--- src/rtl/core/polar_cartesian_converter_top_macros.svh ---
// Assertion helpers used by the converter top module.
`ifndef POLAR_CARTESIAN_CONVERTER_TOP_MACROS_SVH
`define POLAR_CARTESIAN_CONVERTER_TOP_MACROS_SVH

// Same-cycle implication, checked while reset is released.
`define CPC_ASSERT(lbl, clk, rst_n, ante, cons, msg) \
	lbl: assert property (@(posedge clk) disable iff (!rst_n) (ante) |-> (cons)) \
		else $error(msg);

// Next-cycle implication, checked while reset is released.
`define CPC_ASSERT_NXT(lbl, clk, rst_n, ante, cons, msg) \
	lbl: assert property (@(posedge clk) disable iff (!rst_n) (ante) |=> (cons)) \
		else $error(msg);

`endif

--- src/rtl/core/cpc_pkg.sv ---
package cpc_pkg;

	// Configuration of the rotation chain and the Cartesian output range.
	localparam int ITERATIONS  = 16;
	localparam int COORD_WIDTH = 16;
	localparam int MAX_STEPS   = 24;
	localparam int NSTEPS      = (ITERATIONS > MAX_STEPS) ? MAX_STEPS : ITERATIONS;
	localparam int IDX_W       = $clog2(MAX_STEPS);

	// Internal datapath widths: coordinates carry 16 extra fraction bits.
	localparam int DW = 36;
	localparam int ZW = 33;

	// Inverse CORDIC gain in Q30.
	localparam logic [29:0] GAIN = 30'd652032874;

	// Saturation bounds for the Cartesian results, one bit wider than DW.
	localparam logic signed [DW:0] CLIP_HI =
		(DW+1)'((65'sd1 <<< (COORD_WIDTH - 1)) - 65'sd1);
	localparam logic signed [DW:0] CLIP_LO = -CLIP_HI - (DW+1)'(1);

	// One item moving along the rotation chain.
	typedef struct packed {
		logic                 op;
		logic                 zero;
		logic signed [DW-1:0] x;
		logic signed [DW-1:0] y;
		logic signed [ZW-1:0] z;
	} stage_t;

	// One finished result.
	typedef struct packed {
		logic [15:0] x;
		logic [15:0] y;
		logic [15:0] radius;
		logic [15:0] angle;
		logic        sat;
	} result_t;

	// Arctangent of 2^-i as a 32-bit binary angle.
	function automatic logic [31:0] atan_val(input logic [IDX_W-1:0] idx);
		logic [31:0] v;
		unique case (idx)
			5'd0:  v = 32'h20000000;
			5'd1:  v = 32'h12E4051E;
			5'd2:  v = 32'h09FB385B;
			5'd3:  v = 32'h051111D4;
			5'd4:  v = 32'h028B0D43;
			5'd5:  v = 32'h0145D7E1;
			5'd6:  v = 32'h00A2F61E;
			5'd7:  v = 32'h00517C55;
			5'd8:  v = 32'h0028BE53;
			5'd9:  v = 32'h00145F2F;
			5'd10: v = 32'h000A2F98;
			5'd11: v = 32'h000517CC;
			5'd12: v = 32'h00028BE6;
			5'd13: v = 32'h000145F3;
			5'd14: v = 32'h0000A2F9;
			5'd15: v = 32'h0000517D;
			5'd16: v = 32'h000028BE;
			5'd17: v = 32'h0000145F;
			5'd18: v = 32'h00000A30;
			5'd19: v = 32'h00000518;
			5'd20: v = 32'h0000028C;
			5'd21: v = 32'h00000146;
			5'd22: v = 32'h000000A3;
			5'd23: v = 32'h00000051;
			default: v = 32'h0;
		endcase
		return v;
	endfunction

endpackage

--- src/rtl/core/cpc_prep.sv ---
module cpc_prep (
	input  logic                 clk,
	input  logic                 en,
	input  logic                 op,
	input  logic [14:0]          radius_in,
	input  logic signed [15:0]   angle_in,
	input  logic signed [15:0]   x_in,
	input  logic signed [15:0]   y_in,
	output cpc_pkg::stage_t      q_s0
);

	cpc_pkg::stage_t nxt;

	// Set up the start vector and angle for either direction.
	always_comb begin
		logic [44:0]                   prod;
		logic signed [cpc_pkg::DW-1:0] r0;
		logic signed [cpc_pkg::DW-1:0] xe;
		logic signed [cpc_pkg::DW-1:0] ye;
		logic                          flip;
		logic [15:0]                   ang;
		prod = 45'(radius_in) * 45'(cpc_pkg::GAIN);
		r0   = cpc_pkg::DW'(prod[44:14]);
		flip = angle_in[15] ^ angle_in[14];
		ang  = {angle_in[15] ^ flip, angle_in[14:0]};
		xe   = {{(cpc_pkg::DW-32){x_in[15]}}, x_in, 16'h0000};
		ye   = {{(cpc_pkg::DW-32){y_in[15]}}, y_in, 16'h0000};
		nxt.op   = op;
		nxt.zero = (x_in == 16'sd0) && (y_in == 16'sd0);
		if (!op) begin
			// Fold the left half plane by a half turn.
			nxt.x = flip ? -r0 : r0;
			nxt.y = '0;
			nxt.z = {{(cpc_pkg::ZW-32){ang[15]}}, ang, 16'h0000};
		end else begin
			nxt.x = x_in[15] ? -xe : xe;
			nxt.y = x_in[15] ? -ye : ye;
			nxt.z = x_in[15] ? cpc_pkg::ZW'(32'h8000_0000) : '0;
		end
	end

	always_ff @(posedge clk) begin
		if (en) begin
			q_s0 <= nxt;
		end
	end

endmodule

--- config.mk ---
export PLATFORM = sky130hd
export DESIGN_NAME = cpc_prep
export DESIGN_NICKNAME = d
export VERILOG_FILES = /design/src/rtl/core/polar_cartesian_converter_top_macros.svh /design/src/rtl/core/cpc_pkg.sv /design/src/rtl/core/cpc_prep.sv
export SDC_FILE = /design/constraint.sdc
export NUM_CORES = 1
export LEC_CHECK = 0
export BUFFER_PORTS_ARGS = -buffer_cell sky130_fd_sc_hd__buf_4
export CORE_MARGIN = 1
export CORE_UTILIZATION = 55
export CTS_BUF_LIST = sky130_fd_sc_hd__clkbuf_16
export CTS_CLUSTER_SIZE = 12
export DETAILED_ROUTE_END_ITERATION = 16
export PLACE_DENSITY = 0.85
export SYNTH_ARGS = -nofsm -noshare
export SYNTH_HDL_FRONTEND = slang
export SYNTH_SLANG_ARGS = --single-unit
--- constraint.sdc ---
create_clock -name clk -period 8.2 [get_ports clk]
set_clock_uncertainty 0.15 [all_clocks]
set_input_delay 1.23 -clock clk [delete_from_list [all_inputs] [get_ports clk]]
set_output_delay 1.23 -clock clk [all_outputs]
set_load 0.005 [all_outputs]
# After elaboration in Yosys (flattened, before gate mapping)
# Cells that the tools add are included.
[word_totals] mem_bits_rw=0 reg_bits=107 n_memories=0 latchBits=0 word_cells=22 mem_bits_ro=0
[classes] div=0 bitwise_logic=2 add_sub_neg=3 reduce_logical=4 n_mux=5 magnitude_cmp=0 n_eq_ne=0 shifts=0 mul=1
[ops] cell="two-way mux 36 bit" count=3
[ops] cell="two-way mux 105 bit" count=1
[ops] cell="negator 32 -> 36 bit" count=2
[ops] cell="multiplier 15 x 29 -> 44 bit (second input constant)" count=1
[ops] cell="negator 31 -> 36 bit" count=1
[ops] cell="logical NOT 16 bit" count=2
[ops] cell="two-way mux 32 bit" count=1
[ops] cell="AND reduction 2 bit" count=1
[ops] cell="XOR 1 bit" count=2
[ops] cell="logical AND 1 bit" count=1

# Logic depth before layout (Yosys ltp)
[logic_depth] word_depth=4 depth_mapped=26 mapped_depth_nobuf=25

# Least setup slack after synthesis
# OpenSTA, ideal clock, no wires.
[synth_timing] path_kind="input to register" from="input port radius_in[9]" to="register q_s0[101] (netlist bit), data pin" arrival_time_ns=7.068 stages=22 path_buffers=1 path_slack_ns=0.716 path_cell_list="ha_1 > inv_1 > fa_1 > inv_1 > fa_1 > fa_1 > fa_1 > inv_1 > fa_1 > inv_1 > ha_1 > buf_2 > a21oi_1 > o211a_1 > nor3_2 > or4_4 > and2_4 > a211o_1 > a211o_1 > nor4_2 > nor3b_1 > a21oi_1"
[synth_lines] item="start, declared" line_no="cpc_prep.sv:5" rtl="input logic [14:0] radius_in,"
[synth_lines] item="end signal, assigned" line_no="cpc_prep.sv:44" rtl="q_s0 <= nxt;"
[synth_lines] item="end, declared" line_no="cpc_prep.sv:9" rtl="output cpc_pkg::stage_t q_s0"

==> reports/metrics.cfg <==
[critical_path]
crit_path_max_incr_delay_ns=0.56
critPathLaunch=radius_in[12]
cp.depth=25
crit_family=adder cells
crit_required_ns=8.16
cp-end-kind=register
slowest_stage=fa_1
path_buf_inv=6
endpoint=q_s0[97]$_DFFE_PP_
critPathMaxFanout=9
timing_worst_setup_path_type=in2reg
worst_ep_arrival_time_ns=7.81
start_kind=input port

[global_routing]
grt_pass1_wl_um=54500
grt_start_max_net_pins=76
track_usage_pct=29.8
grt-ovfl-total=0
antenna_found_initial=0
grt_pass1_vias=10165

[timing]
slew_headroom_pct=36.4
final_max_slew_viol_count=0
rsz0062_at_grt=no
setup_viol=0
fin_crit_sh_pct=95.7
hold_viol_final=0
worst_pin_slew_ns=0.954
clock.fmax_ghz=0.127
timing.setup.tns_ns=0
post-route-min-period_ns=7.85

[detailed_routing]
wire_per_inst_um=19.5
drtIter0Drc=744
wirelength_um=34400
final_antenna_net_count=0
viasPerCell=5.66
drc=0
vias=9977
first_pass_iters=7

[layout]
antenna_cells=0
multi_input_area_sq_um=9240
seq_area_sq_um=2250
top_regs=q_s0 x75
fillCellCount=1855
largest_reg_flops=75
drive_gt1_share_pct=17.7
nNetsFinal=1850
area_delta_synth_final_pct=15.2
regMostFlops=q_s0

[clocking]
numCtsBuffers=9
cts_sinks=75
cts_tree=built
ctsHoldBuffers=0
clkTransAtPathRegs_ns=0.06
cts.path.max_buffers=2
cts-root-buf=clkbuf_16
cts.htree.levels=3

[logic_synthesis]
ys_warn_count=0
synthTopCellsByArea=fa_1 (25%), edfxtp_1 (18%), ha_1 (15%)
ys_seq_area_share_pct=17.8
synth_commonest_cells=inv_1 (223), fa_1 (157), ha_1 (153), nand2_1 (77)
synth_edf_count=75
yosysTopAreaCellShare_pct=24.9
synth_async_sr_flop_share_pct=0
syn_inst=1295
ys.flop_type=edfxtp_1
yosys.cell_types.count=81
syn_area_sq_um=12600
avgSynthCellArea_sq_um=9.74
ys_ff_latch=75
yosys.area.top_type=fa_1
yosysMostFrequentCell=inv_1

[job]
drv_cap=0

[floorplan]
boundaryPins=173
die_y_um=153
num_rows=55
core_area_sq_um=22600
die_x_um=153
start_util_pct=55.9
die-area_sq_um=23600

[place]
dp_hpwl_um=29000
port_buffers=140
place.gp.congestion=1.03

[hold_path]
hold_path_class=in2reg

[run_status]
run_status=finished clean

## metrics by stage
step	instances	area (sq um)	hold slack (ns)	worst slack [ns]	util, %
after floorplan	1326	12700	1.18	0.716	-
after global placement	1748	14200	1.38	0.255	62.9
after detailed placement	1748	14200	1.38	0.135	62.9
after CTS	1764	14500	1.05	0.438	64.3
after global routing	1764	14500	1.07	0.0128	64.4
final	1764	14500	1.06	0.352	64.4
## per-layer routing
layer | wire (um) | GRT usage (%) | share of wire, %
met2 | 17600 | 55.2 | 51
met1 | 14100 | 37.1 | 41
met3 | 2000 | 3.12 | 5.8
met4 | 697 | 7.10 | 2.0
met5 | 0 | 0 | 0
## layout make-up
| class | instances | area share (%) |
|---|---|---|
| clock buffers | 9 | 1.55 |
| repair buffers | 204 | 10.5 |
| well taps | 285 | 2.45 |
| inverters | 224 | 5.78 |
| multi-input cells | 960 | 63.6 |
| flip-flops and latches | 75 | 15.5 |
| clock inverters | 7 | 0.637 |
## worst min path at each step
stage                      start                     end  cells after the start
floorplan                     op     q_s0[106]$_DFFE_PP_                      0
global placement     angle_in[5]  q_s0[21]$_SDFFCE_PP0P_                      2
detailed placement   angle_in[2]  q_s0[18]$_SDFFCE_PP0P_                      2
CTS                 angle_in[13]  q_s0[29]$_SDFFCE_PP0P_                      2
global route         angle_in[1]  q_s0[17]$_SDFFCE_PP0P_                      2
finish              angle_in[13]  q_s0[29]$_SDFFCE_PP0P_                      2
## repair_timing
item	4_1_cts	5_1_grt
resized for setup	0	3
endpoints found under the setup margin	0	1
setup buffers	0	0
## layout by cell type, fill, tap and decap left out, drive strengths merged, types with 40 or more instances in the layout
master,Yosys,final
a21oi,60,60
buf,43,204
edfxtp,75,75
fa,157,157
ha,153,153
inv,223,225
nand2,78,78
nor2,75,75
o21ai,49,49
xor2,40,40
## cell families (layout without fill, tap and decap cells)
family | Yosys count | count (layout) | synth area share, %
xor gates and xnor gates | 70 | 70 | 4.86
and+or+nand+nor | 303 | 303 | 12.8
AOI/OAI and AO/OA | 234 | 234 | 13.6
muxes | 11 | 11 | 0.882
buffers and inverters | 291 | 444 | 9.97
DFF | 75 | 75 | 17.8
other | 1 | 32 | 0.0297
adders and majority gates | 310 | 310 | 40.1
Power is left out: the tool's default activity adds up to more than one toggle a clock period on the data nets, which glitch-free logic cannot reach.
