--- config.mk ---
export PLATFORM = sky130hd
export DESIGN_NAME = cpc_cell
export DESIGN_NICKNAME = d
export VERILOG_FILES = /design/src/rtl/core/polar_cartesian_converter_top_macros.svh /design/src/rtl/core/cpc_pkg.sv /design/src/rtl/core/cpc_cell.sv
export SDC_FILE = /design/constraint.sdc
export NUM_CORES = 1
export LEC_CHECK = 0
export BUFFER_PORTS_ARGS = -buffer_cell sky130_fd_sc_hd__buf_4
export CAP_MARGIN = 20
export CORE_AREA = 2 2 177 179
export CTS_CLUSTER_DIAMETER = 120
export DETAILED_ROUTE_END_ITERATION = 8
export DIE_AREA = 0 0 179 181
export HOLD_SLACK_MARGIN = 0.1
export PLACE_DENSITY = 0.79
export REMOVE_ABC_BUFFERS = 1
export SLEW_MARGIN = 20
export SYNTH_ARGS = -nofsm -noshare
export SYNTH_HDL_FRONTEND = slang
export SYNTH_SLANG_ARGS = --single-unit
export TNS_END_PERCENT = 100
--- constraint.sdc ---
create_clock -name clk -period 6.8 [get_ports clk]
set_clock_uncertainty 0.05 [all_clocks]
set_input_delay 1.02 -clock clk [delete_from_list [all_inputs] [get_ports clk]]
set_output_delay 1.02 -clock clk [all_outputs]
set_load 0.1 [all_outputs]
--- src/rtl/core/polar_cartesian_converter_top_macros.svh ---
// Assertion helpers used by the converter top module.
`ifndef POLAR_CARTESIAN_CONVERTER_TOP_MACROS_SVH
`define POLAR_CARTESIAN_CONVERTER_TOP_MACROS_SVH

// Same-cycle implication, checked while reset is released.
`define CPC_ASSERT(lbl, clk, rst_n, ante, cons, msg) \
	lbl: assert property (@(posedge clk) disable iff (!rst_n) (ante) |-> (cons)) \
		else $error(msg);

// Next-cycle implication, checked while reset is released.
`define CPC_ASSERT_NXT(lbl, clk, rst_n, ante, cons, msg) \
	lbl: assert property (@(posedge clk) disable iff (!rst_n) (ante) |=> (cons)) \
		else $error(msg);

`endif

--- src/rtl/core/cpc_pkg.sv ---
package cpc_pkg;

	// Configuration of the rotation chain and the Cartesian output range.
	localparam int ITERATIONS  = 16;
	localparam int COORD_WIDTH = 16;
	localparam int MAX_STEPS   = 24;
	localparam int NSTEPS      = (ITERATIONS > MAX_STEPS) ? MAX_STEPS : ITERATIONS;
	localparam int IDX_W       = $clog2(MAX_STEPS);

	// Internal datapath widths: coordinates carry 16 extra fraction bits.
	localparam int DW = 36;
	localparam int ZW = 33;

	// Inverse CORDIC gain in Q30.
	localparam logic [29:0] GAIN = 30'd652032874;

	// Saturation bounds for the Cartesian results, one bit wider than DW.
	localparam logic signed [DW:0] CLIP_HI =
		(DW+1)'((65'sd1 <<< (COORD_WIDTH - 1)) - 65'sd1);
	localparam logic signed [DW:0] CLIP_LO = -CLIP_HI - (DW+1)'(1);

	// One item moving along the rotation chain.
	typedef struct packed {
		logic                 op;
		logic                 zero;
		logic signed [DW-1:0] x;
		logic signed [DW-1:0] y;
		logic signed [ZW-1:0] z;
	} stage_t;

	// One finished result.
	typedef struct packed {
		logic [15:0] x;
		logic [15:0] y;
		logic [15:0] radius;
		logic [15:0] angle;
		logic        sat;
	} result_t;

	// Arctangent of 2^-i as a 32-bit binary angle.
	function automatic logic [31:0] atan_val(input logic [IDX_W-1:0] idx);
		logic [31:0] v;
		unique case (idx)
			5'd0:  v = 32'h20000000;
			5'd1:  v = 32'h12E4051E;
			5'd2:  v = 32'h09FB385B;
			5'd3:  v = 32'h051111D4;
			5'd4:  v = 32'h028B0D43;
			5'd5:  v = 32'h0145D7E1;
			5'd6:  v = 32'h00A2F61E;
			5'd7:  v = 32'h00517C55;
			5'd8:  v = 32'h0028BE53;
			5'd9:  v = 32'h00145F2F;
			5'd10: v = 32'h000A2F98;
			5'd11: v = 32'h000517CC;
			5'd12: v = 32'h00028BE6;
			5'd13: v = 32'h000145F3;
			5'd14: v = 32'h0000A2F9;
			5'd15: v = 32'h0000517D;
			5'd16: v = 32'h000028BE;
			5'd17: v = 32'h0000145F;
			5'd18: v = 32'h00000A30;
			5'd19: v = 32'h00000518;
			5'd20: v = 32'h0000028C;
			5'd21: v = 32'h00000146;
			5'd22: v = 32'h000000A3;
			5'd23: v = 32'h00000051;
			default: v = 32'h0;
		endcase
		return v;
	endfunction

endpackage

--- src/rtl/core/cpc_cell.sv ---
module cpc_cell (
	input  logic                          clk,
	input  logic                          en,
	input  logic [cpc_pkg::IDX_W-1:0]     idx,
	input  cpc_pkg::stage_t               d,
	output cpc_pkg::stage_t               q
);

	cpc_pkg::stage_t nxt;

	// One micro-rotation; the direction follows z when rotating and y when vectoring.
	always_comb begin
		logic signed [cpc_pkg::DW-1:0] xv;
		logic signed [cpc_pkg::DW-1:0] yv;
		logic signed [cpc_pkg::ZW-1:0] zv;
		logic signed [cpc_pkg::DW-1:0] xs;
		logic signed [cpc_pkg::DW-1:0] ys;
		logic signed [cpc_pkg::ZW-1:0] at;
		logic                          dir;
		xv  = d.x;
		yv  = d.y;
		zv  = d.z;
		xs  = xv >>> idx;
		ys  = yv >>> idx;
		at  = cpc_pkg::ZW'(cpc_pkg::atan_val(idx));
		dir = d.op ? yv[cpc_pkg::DW-1] : ~zv[cpc_pkg::ZW-1];
		nxt = d;
		if (dir) begin
			nxt.x = xv - ys;
			nxt.y = yv + xs;
			nxt.z = zv - at;
		end else begin
			nxt.x = xv + ys;
			nxt.y = yv - xs;
			nxt.z = zv + at;
		end
	end

	always_ff @(posedge clk) begin
		if (en) begin
			q <= nxt;
		end
	end

endmodule

## Word level (Yosys, flattened, before mapping)

Memory sizes are Yosys's and may differ from the RTL's.
Cells that the tools add are included.

| word-level totals | value |
|---|---|
| register bits | 107 |
| bits in latches | 0 |
| memory bits (writable) | 0 |
| bits in read-only memories | 960 |
| input port bits | 114 |
| output and inout bits | 107 |
| word-level logic and storage cells | 17 |
| memories kept | 1 |

Memory list:

| name | depth | width | read ports | clocked after memory_dff | write ports | line | RTL |
|---|---|---|---|---|---|---|---|
| (no name shown) | 32 | 30 | 1 | 0 | 0 | cpc_pkg.sv:43 | `unique case (idx)` |

| operators by class | value |
|---|---|
| $add $sub $neg | 6 |
| multipliers | 0 |
| divide/modulo/power cells | 0 |
| order comparisons | 0 |
| equality and inequality tests | 0 |
| shift operators | 2 |
| mux-type cells | 2 |
| bitwise gates (word level) | 1 |
| reduce and logical (&&, ||, !) cells | 0 |

Operators with widths:

| operator | count |
|---|---|
| 2-to-1 mux 105 bit | 1 |
| adder 36 bit | 2 |
| >>> shifter 36 x 5 -> 36 bit | 2 |
| subtractor 36 bit | 2 |
| adder 33 bit | 1 |
| subtractor 33 bit | 1 |
| 2-to-1 mux 1 bit | 1 |
| NOT 1 bit | 1 |

## Depth between registers and ports, before layout

| logic depth | value |
|---|---|
| depth after elaboration | 3 |
| gate-level depth with buffers | 31 |
| depth with buffers taken out | 25 |

## Worst setup path after synthesis

Ideal clock, no wire load.

| path | value |
|---|---|
| kind | input -> register |
| start point | input port idx[1] (netlist name) |
| end point | register q[104] (netlist name) (data pin) |
| setup time | 268 ps |
| data arrival time | 6730 ps |
| required time | 6482 ps |
| slack | -248 ps |
| stages on the path | 29 |
| buffers on the path | 7 |
| path through | buf_2 buf_2 buf_4 buf_2 buf_2 buf_2 mux4_2 a32oi_1 o21ai_0 a211oi_1 ha_1 nand3_1 nor4_4 inv_1 nor3b_1 nor2_1 xnor2_1 ha_1 clkbuf_1 a21o_1 a21o_1 a21oi_1 nand2b_1 or3_1 o21a_1 a2111oi_0 nor3_1 o41ai_1 xnor2_1 |

RTL lines:

| item | line | RTL |
|---|---|---|
| start, declared | cpc_cell.sv:4 | `input logic [cpc_pkg::IDX_W-1:0] idx,` |
| end signal, assigned | cpc_cell.sv:41 | `q <= nxt;` |
| end, declared | cpc_cell.sv:6 | `output cpc_pkg::stage_t q` |

==> report_table.html <==
<table>
<tr><th>Metric</th><th>Value</th></tr>
<tr><th colspan="2">Synthesis</th></tr>
<tr><td>Synthesized area per cell</td><td>8.91 sq um</td></tr>
<tr><td>Post-synth EDFFs</td><td>between 100 and 150</td></tr>
<tr><td>Seq/Total Area, Yosys</td><td>0.194</td></tr>
<tr><td>Async set-or-reset flop fraction in the synthesized netlist</td><td>0</td></tr>
<tr><td>Post-synth top area cell</td><td>sky130_fd_sc_hd__edfxtp_1</td></tr>
<tr><td>Top cells by area, synth</td><td>sky130_fd_sc_hd__edfxtp_1 19%, sky130_fd_sc_hd__mux4_2 9.1%, sky130_fd_sc_hd__ha_1 8.5%</td></tr>
<tr><td>Cell area after synthesis</td><td>16600 sq um</td></tr>
<tr><td>Top cell type's share of synthesized area</td><td>0.194</td></tr>
<tr><td>Gate count after technology mapping</td><td>1858</td></tr>
<tr><td>Ys flop type</td><td>sky130_fd_sc_hd__edfxtp_1</td></tr>
<tr><td>Post-synth cell types</td><td>92</td></tr>
<tr><td>Most used standard cells in the synthesized netlist</td><td>151 x sky130_fd_sc_hd__nand2_1, 146 x sky130_fd_sc_hd__a21oi_1, 143 x sky130_fd_sc_hd__nor2_1, 113 x sky130_fd_sc_hd__ha_1, 110 x sky130_fd_sc_hd__xnor2_1</td></tr>
<tr><td>Most frequent cell after synthesis</td><td>sky130_fd_sc_hd__nand2_1</td></tr>
<tr><td>Yosys warnings</td><td>0</td></tr>
<tr><td>Number of storage elements in the synthesis netlist</td><td>107</td></tr>
<tr><th colspan="2">Final layout</th></tr>
<tr><td>End-of-flow core utilization</td><td>0.708</td></tr>
<tr><td>Number of nets in the layout</td><td>2598</td></tr>
<tr><td>Filler instances</td><td>between 2000 and 2500</td></tr>
<tr><td>Flip-flop count of the largest register, all copies and words added</td><td>107</td></tr>
<tr><td>Combined area of the multi-input logic cells</td><td>approximately 13000 sq um</td></tr>
<tr><td>Register ranked first by flip-flop count</td><td>q</td></tr>
<tr><td>Footprint of the flip-flops and latches</td><td>3210 sq um</td></tr>
<tr><td>Layout Area Growth over Synthesis</td><td>29.9%</td></tr>
<tr><td>Count of inserted antenna diode cells</td><td>0</td></tr>
<tr><td>Largest registers</td><td>q: 107 flops</td></tr>
<tr><td>Ratio of cells with drive above 1 in the final layout</td><td>0.325</td></tr>
<tr><th colspan="2">Outcome</th></tr>
<tr><td>Outcome</td><td>completed</td></tr>
<tr><th colspan="2">Clock tree</th></tr>
<tr><td>CTS sink cnt</td><td>between 100 and 150</td></tr>
<tr><td>H-tree depth</td><td>3</td></tr>
<tr><td>Number of hold buffers added after CTS</td><td>0</td></tr>
<tr><td>Clock transition at the registers of the reported paths</td><td>around 0.080 ns</td></tr>
<tr><td>Master cell of the clock root buffer</td><td>sky130_fd_sc_hd__clkbuf_16</td></tr>
<tr><td>Number of buffers added by the clock tree synthesis step</td><td>9</td></tr>
<tr><td>Buffers from clock root to sink, at most</td><td>2</td></tr>
<tr><td>TritonCTS clock tree</td><td>yes</td></tr>
<tr><th colspan="2">Setup path</th></tr>
<tr><td>Peak fanout along the critical path</td><td>21</td></tr>
<tr><td>CP Launch Type</td><td>input pin</td></tr>
<tr><td>Crit path required time</td><td>6.89 ns</td></tr>
<tr><td>Crit path DAT</td><td>between 6 and 7 ns</td></tr>
<tr><td>Worst Path Class, Setup</td><td>in2reg</td></tr>
<tr><td>Crit. End Element</td><td>flop</td></tr>
<tr><th colspan="2">Power</th></tr>
<tr><td>Peak ir drop on the vdd network</td><td>between 0.3 and 0.4 mV</td></tr>
<tr><td>Net switching fraction of the power</td><td>0.539</td></tr>
<tr><td>Switching power</td><td>0.00322 W</td></tr>
<tr><td>Logic pwr share</td><td>0.724</td></tr>
<tr><td>Post-layout power</td><td>about 0.0060 W</td></tr>
<tr><td>Internal power</td><td>between 0.002 and 0.003 W</td></tr>
<tr><td>Pleak</td><td>a little under 10 nW</td></tr>
<tr><td>Power per standard cell area</td><td>278 nW/um^2</td></tr>
<tr><td>Clock share of power</td><td>0.095</td></tr>
<tr><td>Register share of total power</td><td>0.181</td></tr>
<tr><th colspan="2">STA</th></tr>
<tr><td>Post-route clock period utilization</td><td>0.954</td></tr>
<tr><td>Accumulated negative setup slack</td><td>0 ns</td></tr>
<tr><td>Peak clock frequency supported by timing</td><td>between 150 and 200 MHz</td></tr>
<tr><td>Slew at the pin closest to its max-slew limit</td><td>~0.90 ns</td></tr>
<tr><td>Worst slack on hold paths</td><td>approximately 0.75 ns</td></tr>
<tr><td>Final number of max-transition violations</td><td>0</td></tr>
<tr><td>Worst setup slack after layout</td><td>approximately 0.31 ns</td></tr>
<tr><td>RSZ-0062 raised after global routing</td><td>no</td></tr>
<tr><td>Endpoints failing setup</td><td>0</td></tr>
<tr><td>Relative slew slack</td><td>0.394</td></tr>
<tr><td>Minimum period implied by the final worst setup slack</td><td>between 6 and 7 ns</td></tr>
<tr><td>Final Hold Viols</td><td>0</td></tr>
<tr><th colspan="2">Global routing</th></tr>
<tr><td>Global Route Usage Sum</td><td>0.421</td></tr>
<tr><td>Largest net degree at the start of global routing</td><td>62</td></tr>
<tr><td>GRT Residual Overflow</td><td>0</td></tr>
<tr><td>First-pass GRT wire length</td><td>~100000 microns</td></tr>
<tr><td>Number of global-route vias before repair</td><td>18200</td></tr>
<tr><td>Initial antenna violation count</td><td>0</td></tr>
<tr><th colspan="2">Min path</th></tr>
<tr><td>Worst Min Path Start</td><td>d[105]</td></tr>
<tr><td>Hold Path Stages</td><td>1</td></tr>
<tr><td>Type of the tightest min-delay check</td><td>in2reg</td></tr>
<tr><td>Min-Delay Endpoint</td><td>q[105]$_DFFE_PP_</td></tr>
<tr><th colspan="2">Drt</th></tr>
<tr><td>Drt initial violations</td><td>approximately 2000</td></tr>
<tr><td>Routed Antenna Nets</td><td>0</td></tr>
<tr><td>Via count</td><td>roughly 18000</td></tr>
<tr><td>Vias per cell</td><td>6.65</td></tr>
<tr><td>Sum of routed wire length over all layers</td><td>69500 microns</td></tr>
<tr><td>Number of iterations in the first detailed-routing pass</td><td>7</td></tr>
<tr><td>Per-cell routed wire length</td><td>roughly 25 microns</td></tr>
<tr><td>Detailed-route DRC error count</td><td>0</td></tr>
<tr><th colspan="2">Placement</th></tr>
<tr><td>Worst slack at placement</td><td>-0.678 ns</td></tr>
<tr><td>Number of buffers added on ports</td><td>between 200 and 250</td></tr>
<tr><td>HPWL Detailed</td><td>55200 microns</td></tr>
<tr><td>RD Place Congestion</td><td>~1.0</td></tr>
<tr><th colspan="2">Floorplan</th></tr>
<tr><td>Io pins</td><td>around 220</td></tr>
<tr><td>Initial Util</td><td>0.545</td></tr>
<tr><td>Width of the die</td><td>179 microns</td></tr>
<tr><td>Full die area</td><td>~32000 sq um</td></tr>
<tr><td>Height of the chip</td><td>between 150 and 200 microns</td></tr>
<tr><td>Core Box Area</td><td>30300 sq um</td></tr>
<tr><td>Site row count</td><td>64</td></tr>
<tr><th colspan="2">Flow run</th></tr>
<tr><td>Max-capacitance violation count</td><td>0</td></tr>
</table>
## cell type report
| cell class | instances | share of cell area |
|---|---|---|
| timing repair buffer | 606 | 0.218 |
| sequential | 107 | 0.149 |
| tap | 396 | 0.0230 |
| multi-input combinational | 1580 | 0.584 |
| inverter | 64 | 0.0112 |
| clock buffer | 9 | 0.0105 |
| clock inverter | 7 | 0.00343 |
## logic make-up (layout without fill, tap and decap cells)
kind of cell / count (synthesis) / after routing / share of synthesized area
simple gates: 522 / 522 / 0.154
flops: 107 / 107 / 0.194
xor+xnor: 182 / 182 / 0.0963
mux: 192 / 192 / 0.186
fa+ha+maj: 116 / 116 / 0.0890
compound gates: 568 / 568 / 0.229
buf+inv: 171 / 686 / 0.0516
## routing by layer
layer / vias to the layer above / track usage / routed length [microns]
met5: - / 0 / 0
met4: 0 / 0.212 / 3710
met3: 240 / 0.0899 / 6910
met2: 1228 / 0.700 / 33300
met1: 8793 / 0.512 / 25600
li1: 8150 / - / -
## through the flow
stage	instances	area, sq um
6_report	2769	21500
5_1_grt	2769	21500
4_1_cts	2766	21400
3_5_place_dp	2750	21100
3_3_place_gp	2750	21100
2_1_floorplan	1751	15900
## worst max path at each step
stage | startpoint | to
global route | idx[0] | q[68]$_DFFE_PP_
CTS | idx[0] | q[68]$_DFFE_PP_
floorplan | idx[1] | q[32]$_DFFE_PP_
global placement | idx[0] | q[68]$_DFFE_PP_
detailed placement | idx[0] | q[68]$_DFFE_PP_
finish | idx[0] | q[104]$_DFFE_PP_
## power groups by stage
| stage | clock [W] | combinational, W | sequential (W) |
|---|---|---|---|
| floorplan | 0 | 0.00145 | 0.00249 |
| global placement | 0 | 0.00413 | 0.00109 |
| detailed placement | 0 | 0.00422 | 0.00109 |
| CTS | 0.000571 | 0.00425 | 0.00108 |
| global route | 0.000596 | 0.00453 | 0.00110 |
| finish | 0.000570 | 0.00433 | 0.00108 |
## layout by cell type, fill, tap and decap left out, types with 9 or more instances in the layout
cell type / synthesis / final
sky130_fd_sc_hd__nor2_1: 143 / 142
sky130_fd_sc_hd__a221oi_1: 17 / 17
sky130_fd_sc_hd__nor2b_1: 24 / 24
sky130_fd_sc_hd__nor3_1: 23 / 23
sky130_fd_sc_hd__o21a_1: 19 / 19
sky130_fd_sc_hd__or2_2: 13 / 13
sky130_fd_sc_hd__mux4_2: 67 / 67
sky130_fd_sc_hd__o22ai_1: 19 / 19
sky130_fd_sc_hd__buf_12: 3 / 11
sky130_fd_sc_hd__mux2_2: 36 / 36
sky130_fd_sc_hd__xor2_1: 72 / 72
sky130_fd_sc_hd__and2_1: 22 / 22
sky130_fd_sc_hd__nand4_1: 12 / 12
sky130_fd_sc_hd__and3_1: 15 / 15
sky130_fd_sc_hd__mux2i_1: 71 / 70
sky130_fd_sc_hd__nand2_1: 151 / 151
sky130_fd_sc_hd__buf_4: 14 / 594
sky130_fd_sc_hd__mux4_1: 15 / 15
sky130_fd_sc_hd__a21o_1: 66 / 66
sky130_fd_sc_hd__xnor2_1: 110 / 110
sky130_fd_sc_hd__ha_1: 113 / 113
sky130_fd_sc_hd__o21ai_0: 94 / 94
sky130_fd_sc_hd__a31oi_1: 28 / 28
sky130_fd_sc_hd__a21oi_1: 146 / 145
sky130_fd_sc_hd__clkbuf_16: 0 / 9
sky130_fd_sc_hd__a22oi_1: 9 / 9
sky130_fd_sc_hd__a211oi_1: 20 / 19
sky130_fd_sc_hd__inv_1: 61 / 61
sky130_fd_sc_hd__nand2b_1: 25 / 25
sky130_fd_sc_hd__o211ai_1: 18 / 18
sky130_fd_sc_hd__o21bai_1: 20 / 20
sky130_fd_sc_hd__nand3_1: 49 / 49
sky130_fd_sc_hd__o31ai_1: 11 / 11
sky130_fd_sc_hd__edfxtp_1: 107 / 107
## critical path, stage by stage
cell and delay [ns]:
sky130_fd_sc_hd__buf_12 0.18, sky130_fd_sc_hd__buf_4 0.17, sky130_fd_sc_hd__mux4_2 0.50, sky130_fd_sc_hd__buf_4 0.16, sky130_fd_sc_hd__a221oi_1 0.29, sky130_fd_sc_hd__nor2_1 0.08
sky130_fd_sc_hd__a211oi_1 0.18, sky130_fd_sc_hd__buf_4 0.16, sky130_fd_sc_hd__buf_4 0.11, sky130_fd_sc_hd__nand4_1 0.14, sky130_fd_sc_hd__buf_4 0.19, sky130_fd_sc_hd__nor4_4 0.42
sky130_fd_sc_hd__inv_2 0.08, sky130_fd_sc_hd__or3_4 0.42, sky130_fd_sc_hd__o31ai_4 0.25, sky130_fd_sc_hd__xnor2_1 0.11, sky130_fd_sc_hd__ha_1 0.20, sky130_fd_sc_hd__a21o_1 0.17
sky130_fd_sc_hd__a21oi_1 0.14, sky130_fd_sc_hd__o21bai_1 0.10, sky130_fd_sc_hd__or3_1 0.37, sky130_fd_sc_hd__o21a_1 0.19, sky130_fd_sc_hd__a2111oi_1 0.41, sky130_fd_sc_hd__nor3_1 0.14
sky130_fd_sc_hd__o41ai_2 0.25, sky130_fd_sc_hd__xnor2_1 0.11
## repair_timing
item                                    in CTS  in global routing
pin swaps                                    0                  3
buffers inserted                             0                  3
endpoints found under the setup margin       3                 15
resized for setup                            2                 13
(Power assumes the default switching activity.)
