## src/rtl/core/polar_cartesian_converter_top_macros.svh

```systemverilog
// Assertion helpers used by the converter top module.
`ifndef POLAR_CARTESIAN_CONVERTER_TOP_MACROS_SVH
`define POLAR_CARTESIAN_CONVERTER_TOP_MACROS_SVH

// Same-cycle implication, checked while reset is released.
`define CPC_ASSERT(lbl, clk, rst_n, ante, cons, msg) \
	lbl: assert property (@(posedge clk) disable iff (!rst_n) (ante) |-> (cons)) \
		else $error(msg);

// Next-cycle implication, checked while reset is released.
`define CPC_ASSERT_NXT(lbl, clk, rst_n, ante, cons, msg) \
	lbl: assert property (@(posedge clk) disable iff (!rst_n) (ante) |=> (cons)) \
		else $error(msg);

`endif

```

## src/rtl/core/cpc_pkg.sv

```systemverilog
package cpc_pkg;

	// Configuration of the rotation chain and the Cartesian output range.
	localparam int ITERATIONS  = 16;
	localparam int COORD_WIDTH = 16;
	localparam int MAX_STEPS   = 24;
	localparam int NSTEPS      = (ITERATIONS > MAX_STEPS) ? MAX_STEPS : ITERATIONS;
	localparam int IDX_W       = $clog2(MAX_STEPS);

	// Internal datapath widths: coordinates carry 16 extra fraction bits.
	localparam int DW = 36;
	localparam int ZW = 33;

	// Inverse CORDIC gain in Q30.
	localparam logic [29:0] GAIN = 30'd652032874;

	// Saturation bounds for the Cartesian results, one bit wider than DW.
	localparam logic signed [DW:0] CLIP_HI =
		(DW+1)'((65'sd1 <<< (COORD_WIDTH - 1)) - 65'sd1);
	localparam logic signed [DW:0] CLIP_LO = -CLIP_HI - (DW+1)'(1);

	// One item moving along the rotation chain.
	typedef struct packed {
		logic                 op;
		logic                 zero;
		logic signed [DW-1:0] x;
		logic signed [DW-1:0] y;
		logic signed [ZW-1:0] z;
	} stage_t;

	// One finished result.
	typedef struct packed {
		logic [15:0] x;
		logic [15:0] y;
		logic [15:0] radius;
		logic [15:0] angle;
		logic        sat;
	} result_t;

	// Arctangent of 2^-i as a 32-bit binary angle.
	function automatic logic [31:0] atan_val(input logic [IDX_W-1:0] idx);
		logic [31:0] v;
		unique case (idx)
			5'd0:  v = 32'h20000000;
			5'd1:  v = 32'h12E4051E;
			5'd2:  v = 32'h09FB385B;
			5'd3:  v = 32'h051111D4;
			5'd4:  v = 32'h028B0D43;
			5'd5:  v = 32'h0145D7E1;
			5'd6:  v = 32'h00A2F61E;
			5'd7:  v = 32'h00517C55;
			5'd8:  v = 32'h0028BE53;
			5'd9:  v = 32'h00145F2F;
			5'd10: v = 32'h000A2F98;
			5'd11: v = 32'h000517CC;
			5'd12: v = 32'h00028BE6;
			5'd13: v = 32'h000145F3;
			5'd14: v = 32'h0000A2F9;
			5'd15: v = 32'h0000517D;
			5'd16: v = 32'h000028BE;
			5'd17: v = 32'h0000145F;
			5'd18: v = 32'h00000A30;
			5'd19: v = 32'h00000518;
			5'd20: v = 32'h0000028C;
			5'd21: v = 32'h00000146;
			5'd22: v = 32'h000000A3;
			5'd23: v = 32'h00000051;
			default: v = 32'h0;
		endcase
		return v;
	endfunction

endpackage

```

## src/rtl/core/cpc_post.sv

```systemverilog
module cpc_post (
	input  logic                 clk,
	input  logic                 en,
	input  cpc_pkg::stage_t      d,
	output cpc_pkg::result_t     res_s2
);

	logic        op_s1;
	logic        zero_s1;
	logic [15:0] x_s1;
	logic [15:0] y_s1;
	logic        sat_s1;
	logic [15:0] angle_s1;
	logic [46:0] pl_s1;
	logic [45:0] ph_s1;

	logic [15:0] xc;
	logic [15:0] yc;
	logic        satc;
	logic [15:0] angc;

	// Round and clip the Cartesian pair, round the angle.
	always_comb begin
		logic signed [cpc_pkg::DW-1:0] xv;
		logic signed [cpc_pkg::DW-1:0] yv;
		logic signed [cpc_pkg::DW:0]   xr;
		logic signed [cpc_pkg::DW:0]   yr;
		logic [31:0]                   zs;
		xv   = d.x;
		yv   = d.y;
		xr   = ((cpc_pkg::DW+1)'(xv) + (cpc_pkg::DW+1)'(32'sd32768)) >>> 16;
		yr   = ((cpc_pkg::DW+1)'(yv) + (cpc_pkg::DW+1)'(32'sd32768)) >>> 16;
		satc = 1'b0;
		if (xr > cpc_pkg::CLIP_HI) begin
			xr   = cpc_pkg::CLIP_HI;
			satc = 1'b1;
		end else if (xr < cpc_pkg::CLIP_LO) begin
			xr   = cpc_pkg::CLIP_LO;
			satc = 1'b1;
		end
		if (yr > cpc_pkg::CLIP_HI) begin
			yr   = cpc_pkg::CLIP_HI;
			satc = 1'b1;
		end else if (yr < cpc_pkg::CLIP_LO) begin
			yr   = cpc_pkg::CLIP_LO;
			satc = 1'b1;
		end
		xc   = xr[15:0];
		yc   = yr[15:0];
		zs   = d.z[31:0] + 32'h0000_8000;
		angc = zs[31:16];
	end

	// First stage: split the gain multiply into two partial products.
	always_ff @(posedge clk) begin
		if (en) begin
			op_s1    <= d.op;
			zero_s1  <= d.zero;
			x_s1     <= xc;
			y_s1     <= yc;
			sat_s1   <= satc;
			angle_s1 <= angc;
			pl_s1    <= 47'(d.x[16:0]) * 47'(cpc_pkg::GAIN);
			ph_s1    <= 46'(d.x[32:17]) * 46'(cpc_pkg::GAIN);
		end
	end

	cpc_pkg::result_t nxt;

	// Second stage: sum the partial products, round the radius and select fields.
	always_comb begin
		logic [63:0] sum;
		logic [17:0] rad;
		sum = (64'(ph_s1) << 17) + 64'(pl_s1) + (64'd1 << 45);
		rad = sum[63:46];
		nxt = '0;
		if (!op_s1) begin
			nxt.x   = x_s1;
			nxt.y   = y_s1;
			nxt.sat = sat_s1;
		end else if (!zero_s1) begin
			nxt.radius = (rad > 18'd65535) ? 16'hFFFF : rad[15:0];
			nxt.angle  = angle_s1;
		end
	end

	always_ff @(posedge clk) begin
		if (en) begin
			res_s2 <= nxt;
		end
	end

endmodule
```

## config.mk

```make
export PLATFORM = sky130hd
export DESIGN_NAME = cpc_post
export DESIGN_NICKNAME = d
export VERILOG_FILES = /design/src/rtl/core/polar_cartesian_converter_top_macros.svh /design/src/rtl/core/cpc_pkg.sv /design/src/rtl/core/cpc_post.sv
export SDC_FILE = /design/constraint.sdc
export NUM_CORES = 1
export LEC_CHECK = 0
export BUFFER_PORTS_ARGS = -buffer_cell sky130_fd_sc_hd__buf_4
export CAP_MARGIN = 20
export CELL_PAD_IN_SITES_DETAIL_PLACEMENT = 0
export CELL_PAD_IN_SITES_GLOBAL_PLACEMENT = 1
export CORE_AREA = 3 3 227 229
export DETAILED_ROUTE_END_ITERATION = 10
export DIE_AREA = 0 0 230 232
export PLACE_DENSITY_LB_ADDON = 0.1
export SETUP_SLACK_MARGIN = 0.05
export SLEW_MARGIN = 40
export SYNTH_ARGS = -nofsm -noshare
export SYNTH_HDL_FRONTEND = slang
export SYNTH_SLANG_ARGS = --single-unit
```

## constraint.sdc

```tcl
create_clock -name clk -period 8.9 [get_ports clk]
set_input_delay 0.89 -clock clk [delete_from_list [all_inputs] [get_ports clk]]
set_output_delay 0.89 -clock clk [all_outputs]
set_load 0.005 [all_outputs]
```

Word-level counts from Yosys, hierarchy flattened
Index checks and enable logic that the tools add are counted.

storage, ports and cells
  register bits after elaboration = 207
  bits of input ports = 109
  output and inout bits = 65
  word-level logic and storage cells = 32

operators by class
  add/sub/neg operators = 5
  multipliers = 2
  $lt $le $gt $ge = 5
  multiplexer cells = 4
  bitwise operators = 1
  reduce and logical (&&, ||, !) cells = 2

operators by type and width
  cell                                                             number
  adder 36 x 17 -> 37 bit, second input constant                   2
  adder 63 x 47 -> 64 bit                                          1
  adder 64 x 46 -> 64 bit, second input constant                   1
  two-way mux 16 bit                                               3
  multiplier 17 x 29 -> 46 bit, second input constant              1
  multiplier 16 x 29 -> 45 bit, second input constant              1
  greater-than comparator 21 x 16 -> 1 bit, second input constant  2
  < comparator 21 x 16 -> 1 bit, second input constant             2
  adder 32 x 16 -> 32 bit, second input constant                   1
  greater-than comparator 18 x 16 -> 1 bit, second input constant  1
  OR reduction 3 bit                                               1
  OR reduction 2 bit                                               1
  two-way mux 1 bit                                                1
  inverter 1 bit                                                   1

Logic depth before layout (Yosys ltp)
Gate-level depths: netlist (run 1).

  depth in word-level cells = 4
  mapped depth = 23

Least setup slack after synthesis (run 1)
Ideal clock, no wire load.

  path kind = input port to flip-flop
  start point = in d[78] (netlist name)
  end point = reg pl_s1[39], data pin
  arrival time = 6.226 ns
  data required time = 8.636 ns
  path slack = 2.410 ns
  stages on the path = 20
  path buffers = 0
  cell sequence = ha_1 inv_1 fa_1 fa_1 inv_1 fa_1 fa_1 inv_1 fa_1 inv_1 ha_1 and4_1 a221o_1 a31o_2 a31oi_4 o21ai_2 a41oi_2 o31ai_1 a221oi_1 xnor2_1

on the way
  cells in the longest elaborated chain, start to end = 1

ends and longest elaborated chain
  element                       line            RTL
  start: declaration            cpc_post.sv:4   input cpc_pkg::stage_t d,
  multiplier 17 x 29 -> 46 bit  cpc_post.sv:63  pl_s1 <= 47'(d.x[16:0]) * 47'(cpc_pkg::GAIN);
  end signal: assignment        cpc_post.sv:63
  end: declaration              cpc_post.sv:14  logic [46:0] pl_s1;

No other way between the ends.
A chain may end at the register's enable or synchronous reset.

Worst setup path after layout (run 1)
  start point = in d[96] (netlist name)
  end point = reg ph_s1[45], data pin

on the way
  cells in the longest elaborated chain, start to end = 1

ends and longest elaborated chain
  element                       line            RTL
  multiplier 16 x 29 -> 45 bit  cpc_post.sv:64  ph_s1 <= 46'(d.x[32:17]) * 46'(cpc_pkg::GAIN);
  end signal: assignment        cpc_post.sv:64
  end: declaration              cpc_post.sv:15  logic [45:0] ph_s1;

No other way between the ends.

==> results of run 1 <==
-- path summary, 6_finish.rpt --
path / from / to / cells after the start
worst max-delay path: d[96] / ph_s1[45]$_DFFE_PP_ / 22
worst min-delay path: angle_s1[11]$_DFFE_PP_ / res_s2[12]$_SDFFCE_PP0P_ / 1
worst max register to register: pl_s1[33]$_DFFE_PP_ / res_s2[18]$_SDFFCE_PP0P_ / 12
worst min register to register: angle_s1[11]$_DFFE_PP_ / res_s2[12]$_SDFFCE_PP0P_ / 1
-- routing by layer --
layer | wire (um) | track usage [%]
met5 | 0 | 0
met4 | 636 | 3.94
met3 | 3190 | 4.39
met2 | 27400 | 37.2
met1 | 29500 | 36.1
-- area by class of cell --
cell class	instances	share of cell area, %
Tap cell	672	3.10
Sequential cell	190	21.0
Clock buffer	17	1.57
Inverter	595	8.22
Clock inverter	15	0.603
Multi-Input combinational cell	1442	61.5
Timing Repair Buffer	145	4.04
-- cell families (layout without fill, tap and decap cells) --
kind of cell	count (synthesis)	in the layout	share of synthesized area [%]
AOI/OAI and AO/OA	272	272	7.37
xor gates and xnor gates	121	121	4.30
adders and majority gates	744	744	49.1
buffers and inverters	610	772	9.30
DFF	190	190	23.1
muxes	1	1	0.0406
and+or+nand+nor	304	304	6.74
-- flip-flops by register name (all words and copies together), names as in the netlist --
signal / flops
pl_s1: 29
ph_s1: 45
zero_s1: 1
x_s1: 16
sat_s1: 1
y_s1: 16
res_s2: 65
angle_s1: 16
op_s1: 1
-- per-stage QoR --
stage / hold WS (ns) / instance area, um^2 / setup WS, ns / util [%] / cells
after floorplan: 0.497 / 24700 / 2.41 / - / 2242
after global placement: 0.500 / 26500 / 1.36 / 53.2 / 3044
after detailed placement: 0.504 / 26600 / 1.30 / 53.3 / 3044
after CTS: 0.523 / 27200 / 1.76 / 54.5 / 3076
after global routing: 0.543 / 27200 / 1.35 / 54.5 / 3076
final: 0.519 / 27200 / 1.69 / 54.5 / 3076
-- layout by cell type (no fill, tap or decap), types with 6 or more instances in the layout --
master / instances
inv_1: 595
fa_1: 374
ha_1: 370
edfxtp_1: 190
buf_4: 143
a21oi_1: 81
xnor2_1: 80
o21ai_0: 57
nand2_1: 54
a21o_1: 46
nor2b_1: 44
nor2_1: 41
xor2_1: 41
nand3_1: 33
nand4_1: 23
and2_1: 22
and3_1: 19
clkbuf_16: 17
or2_2: 16
nor3_1: 14
a211oi_1: 10
nand2b_1: 10
o21a_1: 10
and4_1: 6
o21bai_1: 6
a31oi_1: 6
-- cell usage after synthesis (all sizes together) (7+ instances only) --
library cell / instances / area share [%]
nand2b: 10 / 0.25
and4: 7 / 0.26
a31oi: 11 / 0.49
nand3: 33 / 0.67
a21oi: 82 / 1.7
edfxtp: 190 / 23
nor2: 42 / 0.65
and3: 21 / 0.54
xnor2: 80 / 2.8
a211oi: 10 / 0.30
ha: 370 / 19
inv: 595 / 9.1
nor2b: 45 / 1.1
o21ai: 59 / 1.2
nor3: 16 / 0.37
and2: 24 / 0.62
nand2: 54 / 0.82
a21o: 48 / 1.5
o21bai: 7 / 0.21
or2: 16 / 0.41
nand4: 23 / 0.58
xor2: 41 / 1.5
o21a: 10 / 0.30
clkbuf: 12 / 0.18
fa: 374 / 30
==> impl_metrics.json, run 1 <==
{
  "critPathKind": "in2reg",
  "portBuffers": 142,
  "cp-start-kind": "primary input",
  "start_util_pct": 49.5,
  "worstMarginPinSlew_ns": 0.773,
  "cpMostUsedCell": "fa_1",
  "first_global_vias": 16800,
  "hold_path.class": "reg2reg",
  "drc": 0,
  "synth_seq_cells": 190,
  "die_area_um2": 53400,
  "synth_ff_type": "edfxtp_1",
  "fp.coreArea_um2": 49900,
  "dr.first_iter.drc_count": 782,
  "rsz0062_at_grt": "no",
  "grt_max_degree": 84,
  "clk_latency_ns": 0.46,
  "cts_setup_buffers": 0,
  "overflow": 0,
  "h-tree-depth": 4,
  "worst_path_max_delay_cell": "fa_1",
  "skew_ns": 0.0170,
  "via_per_inst": 5.13,
  "ctsResizeCount": 0,
  "crit_path_end_kind": "flip-flop",
  "clkTransAtPathRegs_ns": 0.08,
  "clockBufferDepth": 2,
  "run_status": "finished clean",
  "synthCells": 2242,
  "seq_area_um2": 5710,
  "grt_antenna_before_repair": 0,
  "first_pass_iters": 7,
  "syn_area_um2": 24700,
  "arrival_ns": 7.42,
  "final_nets": 3244,
  "wl_per_cell_um": 19.7,
  "fmax_mhz": 139,
  "via_count": 15800,
  "hold_viol": 0,
  "path_max_fanout": 8,
  "multi_input_comb_area_um2": 16700,
  "tns_ns": 0,
  "layout_min_cycle_time_ns": 7.21,
  "timing.final.crit_share_pct": 81.0,
  "num_antenna_cells": 0,
  "cpPeakStageDelay_ns": 0.72,
  "path_buf_inv": 5,
  "yosysWarnings": 0,
  "async_flop_share_pct": 0,
  "gp_congestion": 0.991,
  "setup_viol": 0,
  "numCtsBuffers": 17,
  "cts_hold_buffers": 0,
  "maxCapViolCount": 0,
  "postRouteAntennaNets": 0,
  "cts_tree": "yes",
  "grtUsageTotal_pct": 24.1,
  "syn_area_per_cell_um2": 11.0,
  "die_x_um": 230,
  "cp_top_family": "adder cells",
  "slew_viol_final": 0,
  "required_ns": 9.11,
  "cp_cell_sequence": "buf_4 -> ha_1 -> inv_1 -> fa_1 -> inv_1 -> fa_1 -> fa_1 -> fa_1 -> inv_1 -> fa_1 -> inv_1 -> ha_1 -> a21oi_1 -> o21ai_0 -> a311oi_1 -> a21oi_1 -> o211a_1 -> nand2_1 -> a31oi_2 -> a221o_1 -> a21oi_2 -> xnor2_1",
  "synthToLayoutAreaGrowth_pct": 10.1,
  "grt_pass1_wl_mm": 97.3,
  "r2r_setup_slack_ns": 4.93,
  "die_h_um": 232,
  "ios": 174,
  "relSlewSlack_pct": 48.3,
  "fillers": 4510,
  "clock_sinks": 190,
  "place_hpwl_mm": 53.0,
  "synth_nets": 3095,
  "ys_types": 71,
  "wirelength_mm": 60.7,
  "placementRows": 82,
  "drive_gt1_share_pct": 9.15,
  "cts_root_buf": "clkbuf_16",
  "ys_seq_area_share_pct": 23.1,
  "synth_edf_count": 190
}
Power of run 1 is not shown: default switching activity piles up to over one toggle a cycle in this logic, so the estimate is an artifact.
==> inputs of run 2 (changes only) <==
Settings changed: ABC_AREA set to 1, CORE_AREA 3 3 227 229 to 3 3 260 262, DIE_AREA 0 0 230 232 to 0 0 263 265.
Clock period 8.9 ns to 6.3 ns, I/O delays scaled along.
==> run 2 against run 1 <==
Count of clock-buffer cells in the layout is the same. Core utilization shrank 5.8 points. Synthesized cell count grew 53%. Via count grew 42%. Worst setup slack lost 1.2 ns. Global-route usage grew 0.48 points. Critical path type unchanged.
==> impl_metrics.json, run 2 <==
{
  "cts_root_buf": "clkbuf_16",
  "worstMarginPinSlew_ns": 0.774,
  "yosys-top-cells-count": "904 x inv_1, 615 x nand2_1, 374 x fa_1",
  "setup_viol": 0,
  "synth_edf_count": 190,
  "clkTransAtPathRegs_ns": 0.08,
  "gp_congestion": 0.985,
  "largest_reg_flops": 65,
  "ys_types": 47,
  "fillers": 6480,
  "overflow": 0,
  "synth-xor-area-share_pct": 3.05,
  "async_flop_share_pct": 0,
  "synth_top_cell_by_area": "fa_1",
  "multi_input_comb_area_um2": 19600,
  "via_per_inst": 4.96,
  "tns_ns": 0,
  "cpMostUsedCell": "fa_1",
  "place_hpwl_mm": 75.3,
  "timing.final.crit_share_pct": 92.0,
  "synth_simple_gate_area_share_pct": 17.1,
  "crit_path_end_kind": "flip-flop",
  "fp.coreArea_um2": 65600,
  "clock_sinks": 190,
  "wirelength_mm": 84.6,
  "synth_seq_cells": 190,
  "path_max_fanout": 8,
  "synth_ff_type": "edfxtp_1",
  "final_common_cell": "inv_1",
  "first_pass_iters": 5,
  "synth_top_family_by_area": "adder cells",
  "synthCells": 3431,
  "dr.first_iter.drc_count": 1518,
  "relSlewSlack_pct": 48.1,
  "slew_viol_final": 0,
  "drive_gt1_share_pct": 7.88,
  "synth_compound_area_share_pct": 5.72,
  "num_antenna_cells": 0,
  "seq_area_um2": 5710,
  "die_area_um2": 69700,
  "grt_max_degree": 70,
  "synthMostInstantiatedCell": "inv_1",
  "synth_mux_area_share_pct": 0,
  "required_ns": 6.50,
  "ys_seq_area_share_pct": 19.8,
  "grt_antenna_before_repair": 0,
  "synth_fa_ha_area_share_pct": 42.2,
  "numCtsBuffers": 17,
  "cp_cell_sequence": "buf_4 -> inv_1 -> ha_1 -> fa_1 -> inv_1 -> fa_1 -> inv_1 -> fa_1 -> fa_1 -> fa_1 -> inv_1 -> ha_1 -> a21oi_1 -> a21boi_0 -> a21boi_0 -> nand2_1 -> nand2_1 -> nand3_1 -> xor2_1 -> buf_4",
  "die_h_um": 265,
  "syn_area_um2": 28700,
  "layout_min_cycle_time_ns": 5.79,
  "yosys-top-cells-area": "fa_1 26%, edfxtp_1 20%, ha_1 16%",
  "critPathKind": "in2reg",
  "setup_slack_ns": 0.505,
  "top_regs": "res_s2 x65, ph_s1 x45, pl_s1 x29",
  "syn_area_per_cell_um2": 8.38,
  "final_cell_mix": "904 x inv_1, 615 x nand2_1, 374 x fa_1",
  "largest-register": "res_s2",
  "synthToLayoutAreaGrowth_pct": 11.2,
  "cts_tree": "yes",
  "run_status": "finished clean",
  "synth_top_area_share_pct": 26.0,
  "pre_cts_slack_ns": 0.104,
  "die_x_um": 263,
  "wl_per_cell_um": 18.7,
  "ios": 174,
  "portBuffers": 142,
  "hold_viol": 0,
  "cp-start-kind": "primary input",
  "clk_latency_ns": 0.46,
  "cts_hold_buffers": 0,
  "placementRows": 94,
  "synth_nets": 4284,
  "grt_pass1_wl_mm": 132,
  "drc": 0,
  "rsz0062_at_grt": "no",
  "cpPeakStageDelay_ns": 0.64,
  "first_global_vias": 23100,
  "skew_ns": 0.0186,
  "via_count": 22500,
  "worst_path_max_delay_cell": "fa_1",
  "final_nets": 4508,
  "yosysWarnings": 0,
  "h-tree-depth": 4,
  "fmax_mhz": 173,
  "cts_setup_buffers": 0,
  "start_util_pct": 43.8,
  "grtUsageTotal_pct": 24.5,
  "maxCapViolCount": 0,
  "arrival_ns": 5.99,
  "hold_path.class": "in2reg",
  "ctsResizeCount": 0,
  "clockBufferDepth": 2,
  "postRouteAntennaNets": 0
}
run 2: changes by cell type in the layout (fill, tap and decap cells not counted), moves of 21 or more:
cell     previous run  this run
a21o_1             46        23
and2_1             22         1
xor2_1             41        70
nor2b_1            44         1
buf_4             143       212
a21oi_1            81       129
inv_1             595       904
nand2_1            54       615
xnor2_1            80        30
nor2_1             41       346
nand3_1            33       118
run 2: cell type report:
type	instances	area share, %
clock inverter	15	0.470
tap	864	3.38
clock buffer	17	1.33
sequential	190	17.8
multi-input combinational	2322	61.2
timing repair buffer	216	5.13
inverter	908	10.7
run 2: worst paths after layout:
path | from | end | slack [ns] | cells past startpoint
worst min-delay path | d[106] | op_s1$_DFFE_PP_ | 0.36 | 1
worst min register to register | y_s1[0]$_SDFFCE_PP1P_ | res_s2[33]$_SDFFCE_PP0P_ | 0.53 | 2
worst max-delay path | d[91] | ph_s1[45]$_DFFE_PP_ | 0.51 | 20
worst max register to register | pl_s1[28]$_DFFE_PP_ | res_s2[18]$_SDFFCE_PP0P_ | 3.43 | 14
run 2: through the flow:
step	cells	utilization (%)	instance area, um^2	hold WS, ns
after floorplan	3431	-	28700	0.505
after global placement	4498	47.8	31400	0.508
after detailed placement	4500	47.8	31400	0.516
after CTS	4532	48.7	32000	0.337
after global routing	4532	48.7	32000	0.336
final	4532	48.7	32000	0.365
run 2: per-layer routing:
| layer | track usage [%] | vias up | wire length (um) |
|---|---|---|---|
| li1 | - | 11000 | - |
| met2 | 39.5 | 552 | 38600 |
| met5 | 0 | - | 0 |
| met3 | 2.96 | 66 | 4500 |
| met4 | 4.43 | 0 | 1260 |
| met1 | 36.1 | 10800 | 40200 |
run 2: kinds of logic after synthesis:
group                      Yosys count
xor gates and xnor gates           100
adders and majority gates          744
DFF                                190
AOI/OAI and AO/OA                  286
buffers and inverters              919
and+or+nand+nor                   1192
run 2: critical path: cells and delay by family:
family,cells,cell delay [ns]
adders and majority gates,7,3.40
AOI/OAI and AO/OA,3,0.80
buffers and inverters,6,0.66
and+or+nand+nor,3,0.32
xor gates and xnor gates,1,0.16
Power of run 2 is left out for the same reason.
